## src/rtl/core/slse_pkg.sv

```systemverilog
// ----------------------------------------------------------------------------
// slse_pkg - status lamp effect sequencer package
// Shared codes, widths, reset values and interface structs.
// ----------------------------------------------------------------------------
package slse_pkg;

   // elapsed counter width
   localparam int COUNTER_BITS = 16;

   // opcodes
   localparam logic OP_TICK = 1'b0;
   localparam logic OP_MODE = 1'b1;

   // mode codes
   localparam logic [3:0] MODE_IDLE     = 4'd0;
   localparam logic [3:0] MODE_THINKING = 4'd1;
   localparam logic [3:0] MODE_AI       = 4'd2;
   localparam logic [3:0] MODE_BUSY     = 4'd3;
   localparam logic [3:0] MODE_SUCCESS  = 4'd4;
   localparam logic [3:0] MODE_WAIT_LO  = 4'd5;
   localparam logic [3:0] MODE_WAIT_HI  = 4'd8;
   localparam logic [3:0] MODE_ERROR    = 4'd9;
   localparam logic [3:0] MODE_OFF      = 4'd10;

   // frame intervals in ticks
   localparam int IV_BREATH = 14;
   localparam int IV_THINK  = 110;
   localparam int IV_AI     = 240;
   localparam int IV_BUSY   = 550;
   localparam int IV_ERROR  = 130;

   // configuration register indexes
   localparam int CSR_IDX_BITS = 3;
   localparam int CSR_DATA_BITS = 16;
   localparam logic [CSR_IDX_BITS-1:0] CSR_ACTIVE_HIGH  = 3'd0;
   localparam logic [CSR_IDX_BITS-1:0] CSR_FULL_LEVEL   = 3'd1;
   localparam logic [CSR_IDX_BITS-1:0] CSR_SOFT_LEVEL   = 3'd2;
   localparam logic [CSR_IDX_BITS-1:0] CSR_TRAIL_LEVEL  = 3'd3;
   localparam logic [CSR_IDX_BITS-1:0] CSR_BREATH_FLOOR = 3'd4;
   localparam logic [CSR_IDX_BITS-1:0] CSR_SUCCESS_HOLD = 3'd5;

   // configuration reset values
   localparam logic [7:0]  FULL_LEVEL_RST   = 8'd140;
   localparam logic [7:0]  SOFT_LEVEL_RST   = 8'd84;
   localparam logic [7:0]  TRAIL_LEVEL_RST  = 8'd28;
   localparam logic [7:0]  BREATH_FLOOR_RST = 8'd6;
   localparam logic [15:0] SUCCESS_HOLD_RST = 16'd5000;

   typedef struct packed {
      logic        active_high;
      logic [7:0]  full_level;
      logic [7:0]  soft_level;
      logic [7:0]  trail_level;
      logic [7:0]  breath_floor;
      logic [15:0] hold_ticks;
   } cfg_type;

   typedef struct packed {
      logic [7:0] red;
      logic [7:0] yellow;
      logic [7:0] green;
   } lamp_type;

endpackage

```

## src/rtl/core/slse_csr.sv

```systemverilog
// ----------------------------------------------------------------------------
// slse_csr - configuration registers
// Holds the six effect settings written through the plain write port.
// ----------------------------------------------------------------------------
module slse_csr (
   input  logic                               clock,
   input  logic                               reset,
   input  logic                               csr_wr_en,
   input  logic [slse_pkg::CSR_IDX_BITS-1:0]  csr_index,
   input  logic [slse_pkg::CSR_DATA_BITS-1:0] csr_wdata,
   output slse_pkg::cfg_type                  cfg
);
   import slse_pkg::*;

   cfg_type cfg_ff;
   cfg_type cfg_in;

   // decode one write; unknown indexes are dropped
   always_comb begin
      cfg_in = cfg_ff;
      if (csr_wr_en) begin
         case (csr_index)
            CSR_ACTIVE_HIGH:  cfg_in.active_high     = csr_wdata[0];
            CSR_FULL_LEVEL:   cfg_in.full_level      = csr_wdata[7:0];
            CSR_SOFT_LEVEL:   cfg_in.soft_level      = csr_wdata[7:0];
            CSR_TRAIL_LEVEL:  cfg_in.trail_level     = csr_wdata[7:0];
            CSR_BREATH_FLOOR: cfg_in.breath_floor    = csr_wdata[7:0];
            CSR_SUCCESS_HOLD: cfg_in.hold_ticks      = csr_wdata[15:0];
            default:          cfg_in = cfg_ff;
         endcase
      end
   end

   always_ff @(posedge clock) begin
      if (reset) begin
         cfg_ff.active_high     <= 1'b0;
         cfg_ff.full_level      <= FULL_LEVEL_RST;
         cfg_ff.soft_level      <= SOFT_LEVEL_RST;
         cfg_ff.trail_level     <= TRAIL_LEVEL_RST;
         cfg_ff.breath_floor    <= BREATH_FLOOR_RST;
         cfg_ff.hold_ticks      <= SUCCESS_HOLD_RST;
      end else begin
         cfg_ff <= cfg_in;
      end
   end

   assign cfg = cfg_ff;

endmodule

```

## src/rtl/core/slse_engine.sv

```systemverilog
// ----------------------------------------------------------------------------
// slse_engine - effect state and next-state logic
// Mode, frame and mode counters, chase, blink and breathing state.
// Gives the next lamp levels and mode for the beat being taken.
// ----------------------------------------------------------------------------
module slse_engine (
   input  logic                clock,
   input  logic                reset,
   input  logic                step,
   input  logic                opcode,
   input  logic [3:0]          mode_code,
   input  slse_pkg::cfg_type   cfg,
   output slse_pkg::lamp_type  levels_next,
   output logic [3:0]          mode_next
);
   import slse_pkg::*;

   localparam int CMP_BITS = (COUNTER_BITS > 16) ? COUNTER_BITS : 16;
   localparam logic [COUNTER_BITS-1:0] CNT_MAX = {COUNTER_BITS{1'b1}};

   logic [3:0]              mode_ff, mode_in;
   logic [COUNTER_BITS-1:0] frame_ff, frame_in;
   logic [COUNTER_BITS-1:0] elapsed_ff, elapsed_in;
   logic                    first_ff, first_in;
   logic [2:0]              chase_ff, chase_in;
   logic                    lit_ff, lit_in;
   logic [7:0]              breath_ff, breath_in;
   logic                    rising_ff, rising_in;
   lamp_type                levels_ff, levels_in;

   logic [COUNTER_BITS-1:0] frame_inc, elapsed_inc;
   logic [COUNTER_BITS-1:0] interval;
   logic                    due;
   logic signed [9:0]       breath_step;
   logic                    enter_en;
   logic [3:0]              enter_code;

   // full-level chase frames
   function automatic lamp_type think_frame(input logic [2:0] pos, input logic [7:0] f);
      lamp_type l;
      case (pos)
         3'd0:    l = '{red: f,    yellow: 8'd0, green: 8'd0};
         3'd1:    l = '{red: f,    yellow: f,    green: 8'd0};
         3'd2:    l = '{red: 8'd0, yellow: f,    green: 8'd0};
         3'd3:    l = '{red: 8'd0, yellow: f,    green: f};
         3'd4:    l = '{red: 8'd0, yellow: 8'd0, green: f};
         default: l = '{red: f,    yellow: 8'd0, green: f};
      endcase
      return l;
   endfunction

   // soft chase frames with a dim trail
   function automatic lamp_type ai_frame(input logic [2:0] pos, input logic [7:0] s,
                                         input logic [7:0] t);
      lamp_type l;
      case (pos)
         3'd0:    l = '{red: s,    yellow: t,    green: 8'd0};
         3'd1:    l = '{red: t,    yellow: s,    green: 8'd0};
         3'd2:    l = '{red: 8'd0, yellow: s,    green: t};
         3'd3:    l = '{red: 8'd0, yellow: t,    green: s};
         3'd4:    l = '{red: t,    yellow: 8'd0, green: s};
         default: l = '{red: s,    yellow: 8'd0, green: t};
      endcase
      return l;
   endfunction

   // saturating counters
   assign frame_inc   = (frame_ff == CNT_MAX) ? frame_ff : frame_ff + 1'b1;
   assign elapsed_inc = (elapsed_ff == CNT_MAX) ? elapsed_ff : elapsed_ff + 1'b1;

   // frame interval of the current mode
   always_comb begin
      case (mode_ff)
         MODE_IDLE:     interval = COUNTER_BITS'(IV_BREATH);
         MODE_THINKING: interval = COUNTER_BITS'(IV_THINK);
         MODE_AI:       interval = COUNTER_BITS'(IV_AI);
         MODE_BUSY:     interval = COUNTER_BITS'(IV_BUSY);
         MODE_ERROR:    interval = COUNTER_BITS'(IV_ERROR);
         default:       interval = CNT_MAX;
      endcase
   end

   assign due = first_ff || (frame_inc >= interval);

   // breathing step, signed so it may dip below zero
   assign breath_step = rising_ff ? ($signed({2'b00, breath_ff}) + 10'sd2)
                                  : ($signed({2'b00, breath_ff}) - 10'sd2);

   // next state
   always_comb begin
      mode_in    = mode_ff;
      frame_in   = frame_ff;
      elapsed_in = elapsed_ff;
      first_in   = first_ff;
      chase_in   = chase_ff;
      lit_in     = lit_ff;
      breath_in  = breath_ff;
      rising_in  = rising_ff;
      levels_in  = levels_ff;
      enter_en   = 1'b0;
      enter_code = mode_code;

      if (step) begin
         if (opcode == OP_TICK) begin
            frame_in   = frame_inc;
            elapsed_in = elapsed_inc;
            case (mode_ff)
               MODE_IDLE: begin
                  if (due) begin
                     first_in = 1'b0;
                     frame_in = '0;
                     if (breath_step >= $signed({2'b00, cfg.full_level})) begin
                        breath_in = cfg.full_level;
                        rising_in = 1'b0;
                     end else if (breath_step <= $signed({2'b00, cfg.breath_floor})) begin
                        breath_in = cfg.breath_floor;
                        rising_in = 1'b1;
                     end else begin
                        breath_in = breath_step[7:0];
                     end
                     levels_in = '{red: 8'd0, yellow: 8'd0, green: breath_in};
                  end
               end
               MODE_THINKING, MODE_AI: begin
                  if (due) begin
                     first_in  = 1'b0;
                     frame_in  = '0;
                     levels_in = (mode_ff == MODE_THINKING)
                                 ? think_frame(chase_ff, cfg.full_level)
                                 : ai_frame(chase_ff, cfg.soft_level, cfg.trail_level);
                     chase_in  = (chase_ff >= 3'd5) ? 3'd0 : chase_ff + 3'd1;
                  end
               end
               MODE_BUSY: begin
                  if (due) begin
                     first_in  = 1'b0;
                     frame_in  = '0;
                     lit_in    = !lit_ff;
                     levels_in = '{red: 8'd0, yellow: lit_in ? cfg.soft_level : 8'd0,
                                   green: 8'd0};
                  end
               end
               MODE_ERROR: begin
                  if (due) begin
                     first_in  = 1'b0;
                     frame_in  = '0;
                     lit_in    = !lit_ff;
                     levels_in = '{red: lit_in ? cfg.full_level : 8'd0, yellow: 8'd0,
                                   green: 8'd0};
                  end
               end
               MODE_SUCCESS: begin
                  levels_in = '{red: 8'd0, yellow: 8'd0, green: cfg.full_level};
                  if (CMP_BITS'(elapsed_inc) >= CMP_BITS'(cfg.hold_ticks)) begin
                     enter_en   = 1'b1;
                     enter_code = MODE_IDLE;
                  end
               end
               MODE_OFF: begin
                  levels_in = '0;
               end
               default: begin
                  if (mode_ff >= MODE_WAIT_LO && mode_ff <= MODE_WAIT_HI) begin
                     levels_in = '{red: 8'd0, yellow: cfg.full_level, green: 8'd0};
                  end
               end
            endcase
         end else if (mode_code <= MODE_OFF) begin
            enter_en = 1'b1;
         end
      end

      // mode entry clears the effect state
      if (enter_en) begin
         mode_in    = enter_code;
         elapsed_in = '0;
         frame_in   = '0;
         first_in   = 1'b1;
         chase_in   = 3'd0;
         lit_in     = 1'b0;
         breath_in  = cfg.breath_floor;
         rising_in  = 1'b1;
         levels_in  = '0;
      end
   end

   always_ff @(posedge clock) begin
      if (reset) begin
         mode_ff    <= MODE_OFF;
         frame_ff   <= '0;
         elapsed_ff <= '0;
         first_ff   <= 1'b1;
         chase_ff   <= 3'd0;
         lit_ff     <= 1'b0;
         breath_ff  <= BREATH_FLOOR_RST;
         rising_ff  <= 1'b1;
         levels_ff  <= '0;
      end else begin
         mode_ff    <= mode_in;
         frame_ff   <= frame_in;
         elapsed_ff <= elapsed_in;
         first_ff   <= first_in;
         chase_ff   <= chase_in;
         lit_ff     <= lit_in;
         breath_ff  <= breath_in;
         rising_ff  <= rising_in;
         levels_ff  <= levels_in;
      end
   end

   assign levels_next = levels_in;
   assign mode_next   = mode_in;

`ifndef SYNTHESIS
   // chase never leaves its six frames
   a_chase_range: assert property (@(posedge clock) disable iff (reset)
      chase_ff <= 3'd5)
      else $error("chase position out of range");

   // off mode keeps every lamp dark
   a_off_dark: assert property (@(posedge clock) disable iff (reset)
      (mode_ff == MODE_OFF) |-> (levels_ff == '0))
      else $error("lamp lit in off mode");

   // a valid mode command lands and blanks the lamps
   a_mode_enter: assert property (@(posedge clock) disable iff (reset)
      (step && opcode == OP_MODE && mode_code <= MODE_OFF) |=>
      (mode_ff == $past(mode_code) && levels_ff == '0 && first_ff && elapsed_ff == '0))
      else $error("mode command not applied");

   // a frame that was due restarts the frame counter
   a_frame_restart: assert property (@(posedge clock) disable iff (reset)
      (step && opcode == OP_TICK && due && mode_ff != MODE_SUCCESS && mode_ff != MODE_OFF
       && !(mode_ff >= MODE_WAIT_LO && mode_ff <= MODE_WAIT_HI)) |=>
      (frame_ff == '0 && !first_ff))
      else $error("frame counter not restarted");
`endif

endmodule

```

## src/rtl/core/slse_out.sv

```systemverilog
// ----------------------------------------------------------------------------
// slse_out - duty shaping and result register
// Clamps each lamp level to the full level, applies lamp polarity and
// holds the result beat until it is taken.
// ----------------------------------------------------------------------------
module slse_out (
   input  logic               clock,
   input  logic               reset,
   input  logic               load,
   input  slse_pkg::lamp_type levels,
   input  logic [3:0]         mode,
   input  slse_pkg::cfg_type  cfg,
   input  logic               rsp_ready,
   output logic               rsp_valid,
   output logic [7:0]         rsp_red_duty,
   output logic [7:0]         rsp_yellow_duty,
   output logic [7:0]         rsp_green_duty,
   output logic [3:0]         rsp_mode_now
);
   import slse_pkg::*;

   logic       valid_ff, valid_in;
   lamp_type   duty_ff, duty_in;
   logic [3:0] mode_ff;

   // clamp, then invert for active-low lamps
   function automatic logic [7:0] shape(input logic [7:0] lv, input cfg_type c);
      logic [7:0] l;
      l = (lv > c.full_level) ? c.full_level : lv;
      return c.active_high ? l : ~l;
   endfunction

   always_comb begin
      duty_in.red    = shape(levels.red, cfg);
      duty_in.yellow = shape(levels.yellow, cfg);
      duty_in.green  = shape(levels.green, cfg);
      valid_in       = load || (valid_ff && !rsp_ready);
   end

   always_ff @(posedge clock) begin
      if (reset) begin
         valid_ff <= 1'b0;
      end else begin
         valid_ff <= valid_in;
      end
   end

   // payload needs no reset
   always_ff @(posedge clock) begin
      if (load) begin
         duty_ff <= duty_in;
         mode_ff <= mode;
      end
   end

   assign rsp_valid       = valid_ff;
   assign rsp_red_duty    = duty_ff.red;
   assign rsp_yellow_duty = duty_ff.yellow;
   assign rsp_green_duty  = duty_ff.green;
   assign rsp_mode_now    = mode_ff;

endmodule

```

## src/rtl/core/status_light_effect_sequencer_unit.sv

```systemverilog
// ----------------------------------------------------------------------------
// status_light_effect_sequencer_unit - three-lamp status effect sequencer
// Runs breathing, chase, blink and hold effects from tick and mode beats.
//
//   channel | ports                          | direction | beat
//   --------+--------------------------------+-----------+--------------------
//   req     | req_valid/ready, opcode, code  | in        | tick or mode command
//   rsp     | rsp_valid/ready, duties, mode  | out       | one per req beat
//   csr     | csr_wr_en, csr_index, wdata    | in        | register write
//
// One req beat per cycle while req_ready is high; its rsp beat shows in the
// next cycle from the result register. Effect state updates as the beat is taken.
// req_ready is low only while a result is held and rsp_ready is low.
// Reset is synchronous and returns mode off, dark lamps and default settings.
// ----------------------------------------------------------------------------
module status_light_effect_sequencer_unit (
   input  logic                               clock,
   input  logic                               reset,
   input  logic                               req_valid,
   output logic                               req_ready,
   input  logic                               req_opcode,
   input  logic [3:0]                         req_mode_code,
   output logic                               rsp_valid,
   input  logic                               rsp_ready,
   output logic [7:0]                         rsp_red_duty,
   output logic [7:0]                         rsp_yellow_duty,
   output logic [7:0]                         rsp_green_duty,
   output logic [3:0]                         rsp_mode_now,
   input  logic                               csr_wr_en,
   input  logic [slse_pkg::CSR_IDX_BITS-1:0]  csr_index,
   input  logic [slse_pkg::CSR_DATA_BITS-1:0] csr_wdata
);
   import slse_pkg::*;

   cfg_type    cfg;
   lamp_type   levels_next;
   logic [3:0] mode_next;
   logic       step;

   // take a beat whenever the result slot frees up this cycle
   assign req_ready = !rsp_valid || rsp_ready;
   assign step      = req_valid && req_ready;

   slse_csr u_csr (
      .clock     (clock),
      .reset     (reset),
      .csr_wr_en (csr_wr_en),
      .csr_index (csr_index),
      .csr_wdata (csr_wdata),
      .cfg       (cfg)
   );

   slse_engine u_engine (
      .clock       (clock),
      .reset       (reset),
      .step        (step),
      .opcode      (req_opcode),
      .mode_code   (req_mode_code),
      .cfg         (cfg),
      .levels_next (levels_next),
      .mode_next   (mode_next)
   );

   slse_out u_out (
      .clock           (clock),
      .reset           (reset),
      .load            (step),
      .levels          (levels_next),
      .mode            (mode_next),
      .cfg             (cfg),
      .rsp_ready       (rsp_ready),
      .rsp_valid       (rsp_valid),
      .rsp_red_duty    (rsp_red_duty),
      .rsp_yellow_duty (rsp_yellow_duty),
      .rsp_green_duty  (rsp_green_duty),
      .rsp_mode_now    (rsp_mode_now)
   );

endmodule

```

## config.mk

```make
export PLATFORM = sky130hd
export DESIGN_NAME = status_light_effect_sequencer_unit
export DESIGN_NICKNAME = d
export VERILOG_FILES = /design/src/rtl/core/slse_pkg.sv /design/src/rtl/core/slse_csr.sv /design/src/rtl/core/slse_engine.sv /design/src/rtl/core/slse_out.sv /design/src/rtl/core/status_light_effect_sequencer_unit.sv
export SDC_FILE = /design/constraint.sdc
export NUM_CORES = 1
export LEC_CHECK = 0
export BUFFER_PORTS_ARGS = -buffer_cell sky130_fd_sc_hd__buf_2
export CORE_AREA = 5 5 147 149
export DETAILED_ROUTE_END_ITERATION = 10
export DIE_AREA = 0 0 152 154
export PLACE_DENSITY = 0.78
export SETUP_SLACK_MARGIN = 0.5
export SLEW_MARGIN = 30
export SYNTH_ARGS = -nofsm -noshare
export SYNTH_HDL_FRONTEND = slang
export SYNTH_SLANG_ARGS = --single-unit
```

## constraint.sdc

```tcl
create_clock -name clock -period 15 [get_ports clock]
set_input_delay 1.5 -clock clock [delete_from_list [all_inputs] [get_ports clock]]
set_output_delay 1.5 -clock clock [all_outputs]
set_load 0.02 [all_outputs]
```

; After elaboration in Yosys (flattened, before gate mapping)
; Cells that the tools add are included.
[word_totals]
out_inout_bits = 30
register_bits = 152
input_bits = 29
elab_cells = 138
[op_classes]
eq_ne = 18
magnitude_cmp = 11
bitwise_logic = 4
reduce_logical = 32
add_sub_neg = 5
muxes = 46
[ops]
columns = operator, n
row1 = case mux 24 bit (5 select lines), 2
row2 = two-way mux 24 bit, 9
row3 = case mux 24 bit (6 select lines), 1
row4 = two-way mux 8 bit, 15
row5 = case mux 16 bit (5 select lines), 1
row6 = two-way mux 16 bit, 4
row7 = adder 16 x 1 -> 16 bit (second input constant), 2
row8 = == test 16 bit (second input constant), 2
row9 = greater-or-equal comparator 16 bit, 2
row10 = > comparator 8 bit, 3
row11 = NOT 8 bit, 3
row12 = two-way mux 4 bit, 5
row13 = AND reduction 4 bit, 4
row14 = AND reduction 2 bit, 7
row15 = == test 3 x 2 -> 1 bit (second input constant), 4
row16 = greater-or-equal comparator 10 x 9 -> 1 bit, 1
row17 = less-or-equal comparator 10 x 9 -> 1 bit, 1
row18 = two-way mux 10 bit, 1
row19 = adder 8 x 2 -> 9 bit (second input constant), 1
row20 = == test 3 bit (second input constant), 3
row21 = subtractor 8 x 2 -> 9 bit (second input constant), 1
row22 = == test 4 x 2 -> 1 bit (second input constant), 2
row23 = == test 4 bit (second input constant), 2
row24 = less-or-equal comparator 4 bit (second input constant), 2
row25 = 19 further kinds, 38

; Longest topological paths before layout
[depth]
word_depth = 14
ltp_mapped = 32
ltp_nobuf = 28

; Cells and area by module
; Synthesis repeated with hierarchy kept, for this count alone.
[hier_totals]
cells_unflattened = 1404
hier_area_um2 = 11529.8
[by_module_without_submodules]
columns = module, area_each_um2, instances, cells_each, seq_area_each_um2
row1 = slse_engine, 6824.0, 1, 922, 1481.4
row2 = slse_out, 2570.0, 1, 283, 860.8
row3 = slse_csr, 2113.3, 1, 197, 980.9
row4 = status_light_effect_sequencer_unit, 22.5, 1, 2, 0.0

; Worst setup path after synthesis
; No wires, ideal clock.
[synth_timing]
kind = input to register
from = input port rsp_ready
to = register u_out.duty_ff, in the netlist u_out.rsp_yellow_duty[5], data pin
arrival_ps = 5713
cell_stages = 18
n_path_buf = 3
t_required_ps = 14724
path_slack_ps = 9011
setup_ps = 276
path_cell_list = nand2b_1 > and2_1 > nand4_1 > o21ai_1 > buf_2 > buf_2 > a21oi_1 > ha_1 > nor2b_1 > o21ai_0 > nand2b_1 > a21oi_1 > o21ai_0 > o21ai_1 > clkbuf_1 > nor2_1 > a21oi_1 > xnor2_1
[synth_lines]
columns = element, line
row1 = "start, declared", status_light_effect_sequencer_unit.sv:24  ; input logic rsp_ready,
row2 = "end signal, assigned", slse_out.sv:51  ; duty_ff <= duty_in;
row3 = "end, declared", slse_out.sv:23  ; lamp_type duty_ff, duty_in;

==> out/qor.txt <==
result of the run: finished, final reports clean
cts-stage hold buffer count: 0
TritonCTS clock tree: yes
most repeated cell in the gate-level netlist after synthesis: sky130_fd_sc_hd__nand2_1
syn_nets: 1,452
total wire length: 30,790 um
starting utilization of the core area: 53.83%
synthesized area divided by synthesized cell count: 8.033 sq um
period utilization: 47.67%
GR Util All Layers: 25.50%
die width: 152 um
yosys synthesis warning count: 0
aggregate negative setup slack: 0 ns
antenna violations before repair: 0
destination of the critical timing path: u_out.rsp_green_duty[4]
area enclosed by the die boundary: 23,410 sq um
maximum number of pins on one net before global-route repair: 71
delay of the slowest cell on the worst path: 0.66 ns
detailed-route vias per instance: 6.273
number of buffers on the longest clock path: 2
RD Place Congestion: 1.012
growth of design area from synthesis to finish: 9.337%
Total Nets Final: 1,465
areal power density over the cells: 83.72 nW/um^2
number of max-cap violations: 0
Iteration-0 DRC Markers: 1,143
Skew-Pair Late Insertion Delay: 0.44 ns
cell with the most instances on the worst path: sky130_fd_sc_hd__nand4_1
worst r2r path cells: 24
Top Family by Delay on Critical Path: compound AO/OA/AOI/OAI gates
number of gates resized after CTS: 0
cell with the largest stage delay on the worst path: sky130_fd_sc_hd__o21ai_1
worst setup path category: flop to flop
EDFF count, synth: 28
Max Fclk: 139.9 MHz
worst path cell trace: and4_1 -> nand4_1 -> nor3_1 -> nand4_1 -> nor2b_1 -> and2_1 -> xor2_1 -> ha_1 -> nand4_1 -> o31a_1 -> o211ai_1 -> a21o_1 -> nand2_1 -> a221o_1 -> o31ai_1 -> nor2_1 -> ha_1 -> and3_1 -> nand3_1 -> nor2_1 -> o2111ai_1 -> o21ai_1 -> o2111a_1 -> a211oi_2
Worst Path Required: 15.18 ns
leakage power: 0.004657 uW
WL/cell: 18.79 um
path type of the worst min-delay path: flop to flop
nature of the critical path startpoint: flop
Die H: 154 um
clock root buffer master: sky130_fd_sc_hd__clkbuf_16
number of gates on the worst path with buffers counted: 24
final clock skew: 0.01185 ns
top flip-flop cell by instance count after synthesis: sky130_fd_sc_hd__dfxtp_1
headroom to the max-slew limit: 38.51%
CORE AREA: 20,040 sq um
GRT overflow: 0
ys async rst share: 0%
worst min-delay path startpoint: u_csr.cfg[1]
vias after detailed routing: 10.28k
count of buffers from port buffering: 58
actual slew at the worst max-slew pin: 0.9153 ns
CTS clk-pin slew, worst paths: 0.07 ns
clock buffers created by TritonCTS: 17
category of the worst setup path capture point: flop
top cell type's share of synthesized area: 23.01%
post-synth design cell area: 10,790 sq um
setup repair after global routing missed its margin: false
number of unique standard cell types used by synthesis: 80
end of the worst register-to-register path: u_out.rsp_green_duty[4]
worst setup slack for register-to-register paths: 7.85 ns
crit path from: u_engine.frame_ff[3]
commonest cells in the netlist: sky130_fd_sc_hd__nand2_1, sky130_fd_sc_hd__nor2_1, sky130_fd_sc_hd__dfxtp_1
arrival time of data at the critical path endpoint: 7.33 ns
Routed Antenna Nets: 0
total of flip-flops plus latches after synthesis: 152
Antenna diodes: 0
worst reg2reg path startpoint: u_engine.frame_ff[3]
first-pass GRT wire length: 49,220 um
maximum vdd drop: 70.55 uV
final hold violation count: 0
fraction of final layout cells sized beyond drive strength 1: 10.45%
minimum setup slack in the final design: 7.850 ns
Core Rows: 52
main area contributors after synthesis: sky130_fd_sc_hd__dfxtp_1, sky130_fd_sc_hd__ha_1, sky130_fd_sc_hd__edfxtp_1
DP Worst Slack: 8.092 ns
Slew Viols, Final: 0
setup fix buffers added after clock tree synthesis: 0
post-synthesis sequential area ratio: 30.80%
TritonRoute pass-1 iters: 7
number of global-route vias before repair: 9,597
post-synthesis cell type with the largest combined area: sky130_fd_sc_hd__dfxtp_1
Post-Synthesis Cells: 1,343
count of H-tree levels built during CTS: 4
remaining routing DRC violations: 0
Setup violations, final: 0
clock sink count: 152
peak fanout along the critical path: 18
post-layout minimum cycle time: 7.150 ns
number of I/O pins: 59
total half-perimeter wirelength after legalization and detailed placement: 21,990 um
Buffers & Inverters on Critical Path: 0
## cell type report
| cell class | instances | area [sq um] |
|---|---|---|
| fill | 1814 | 8244 |
| multi-input combinational | 1054 | 6929 |
| sequential | 152 | 3323 |
| clock buffer | 20 | 456.7 |
| timing repair buffer | 79 | 447.9 |
| tap | 270 | 337.8 |
| inverter | 52 | 195.2 |
| clock inverter | 12 | 105.1 |
## layout by cell type (no fill, tap or decap), types with 21 or more instances in the layout
master	count
sky130_fd_sc_hd__nand2b_1	23
sky130_fd_sc_hd__edfxtp_1	28
sky130_fd_sc_hd__a211oi_1	22
sky130_fd_sc_hd__nor3_1	34
sky130_fd_sc_hd__o21ai_0	56
sky130_fd_sc_hd__dfxtp_1	124
sky130_fd_sc_hd__nand3_1	39
sky130_fd_sc_hd__mux2i_1	32
sky130_fd_sc_hd__a21oi_1	86
sky130_fd_sc_hd__buf_2	58
sky130_fd_sc_hd__a22oi_1	42
sky130_fd_sc_hd__inv_1	51
sky130_fd_sc_hd__nor2_1	141
sky130_fd_sc_hd__ha_1	80
sky130_fd_sc_hd__xnor2_1	37
sky130_fd_sc_hd__buf_4	21
sky130_fd_sc_hd__nand2_1	150
## how the worst min path moves through the flow
stage / endpoint / depth (start not counted)
floorplan: u_csr.cfg[10] / 2
global placement: u_csr.cfg[5] / 2
detailed placement: u_csr.cfg[6] / 2
CTS: u_csr.cfg[6] / 2
global route: u_csr.cfg[6] / 2
finish: u_csr.cfg[1] / 2
## per-stage QoR
| step | total power, uW | instances | cell area, sq um | hold WS (ns) | util (%) |
|---|---|---|---|---|---|
| after floorplan | 533.7 | 1343 | 10790 | 0.4363 | - |
| after global placement | 570.3 | 1607 | 11220 | 0.4448 | 56.01 |
| after detailed placement | 573.1 | 1607 | 11230 | 0.4475 | 56.06 |
| after CTS | 988.2 | 1639 | 11800 | 0.4563 | 58.86 |
| after global routing | 1024 | 1639 | 11800 | 0.4754 | 58.86 |
| final | 987.4 | 1639 | 11800 | 0.4560 | 58.86 |
## state kept, by name (all words and copies together), names as in the netlist
name                   cells
u_csr.cfg                 49
u_engine.breath_ff         8
u_engine.chase_ff          3
u_engine.elapsed_ff       16
u_engine.first_ff          1
u_engine.frame_ff         16
u_engine.levels_ff        24
u_engine.lit_ff            1
u_engine.mode_ff           4
u_engine.rising_ff         1
u_out.rsp_green_duty       8
u_out.rsp_mode_now         4
u_out.rsp_red_duty         8
u_out.rsp_valid            1
u_out.rsp_yellow_duty      8
## tightest hold or removal path: stages, from the launching register on
cell and delay (ns):
sky130_fd_sc_hd__dfxtp_1 0.31, sky130_fd_sc_hd__nand2_1 0.05, sky130_fd_sc_hd__a21oi_1 0.05
## routing by layer
metal  vias up  share of wire [%]  GRT usage, %
met3       107                8.7         5.031
met1      4757                 43         33.94
met5         -                  0             0
li1       4920                  -             -
met2       497                 45         40.28
met4         0                3.6         11.34
## kinds of logic (layout without fill, tap and decap cells)
family,after synthesis,in the layout,share of synthesized area (%)
AOI/OAI and AO/OA,364,364,23.60
xor gates and xnor gates,57,57,4.628
adders and majority gates,80,80,9.279
buffers and inverters,137,163,5.150
DFF,152,152,30.80
muxes,37,37,3.526
and+or+nand+nor,516,516,23.01
## where the power goes
part           internal (uW)  switching (uW)  total [uW]
combinational           46.3            85.8         132
clock                    226             194         420
sequential               425            10.1         435
total                    698             290         987
Power figures use the tool's default switching activity.
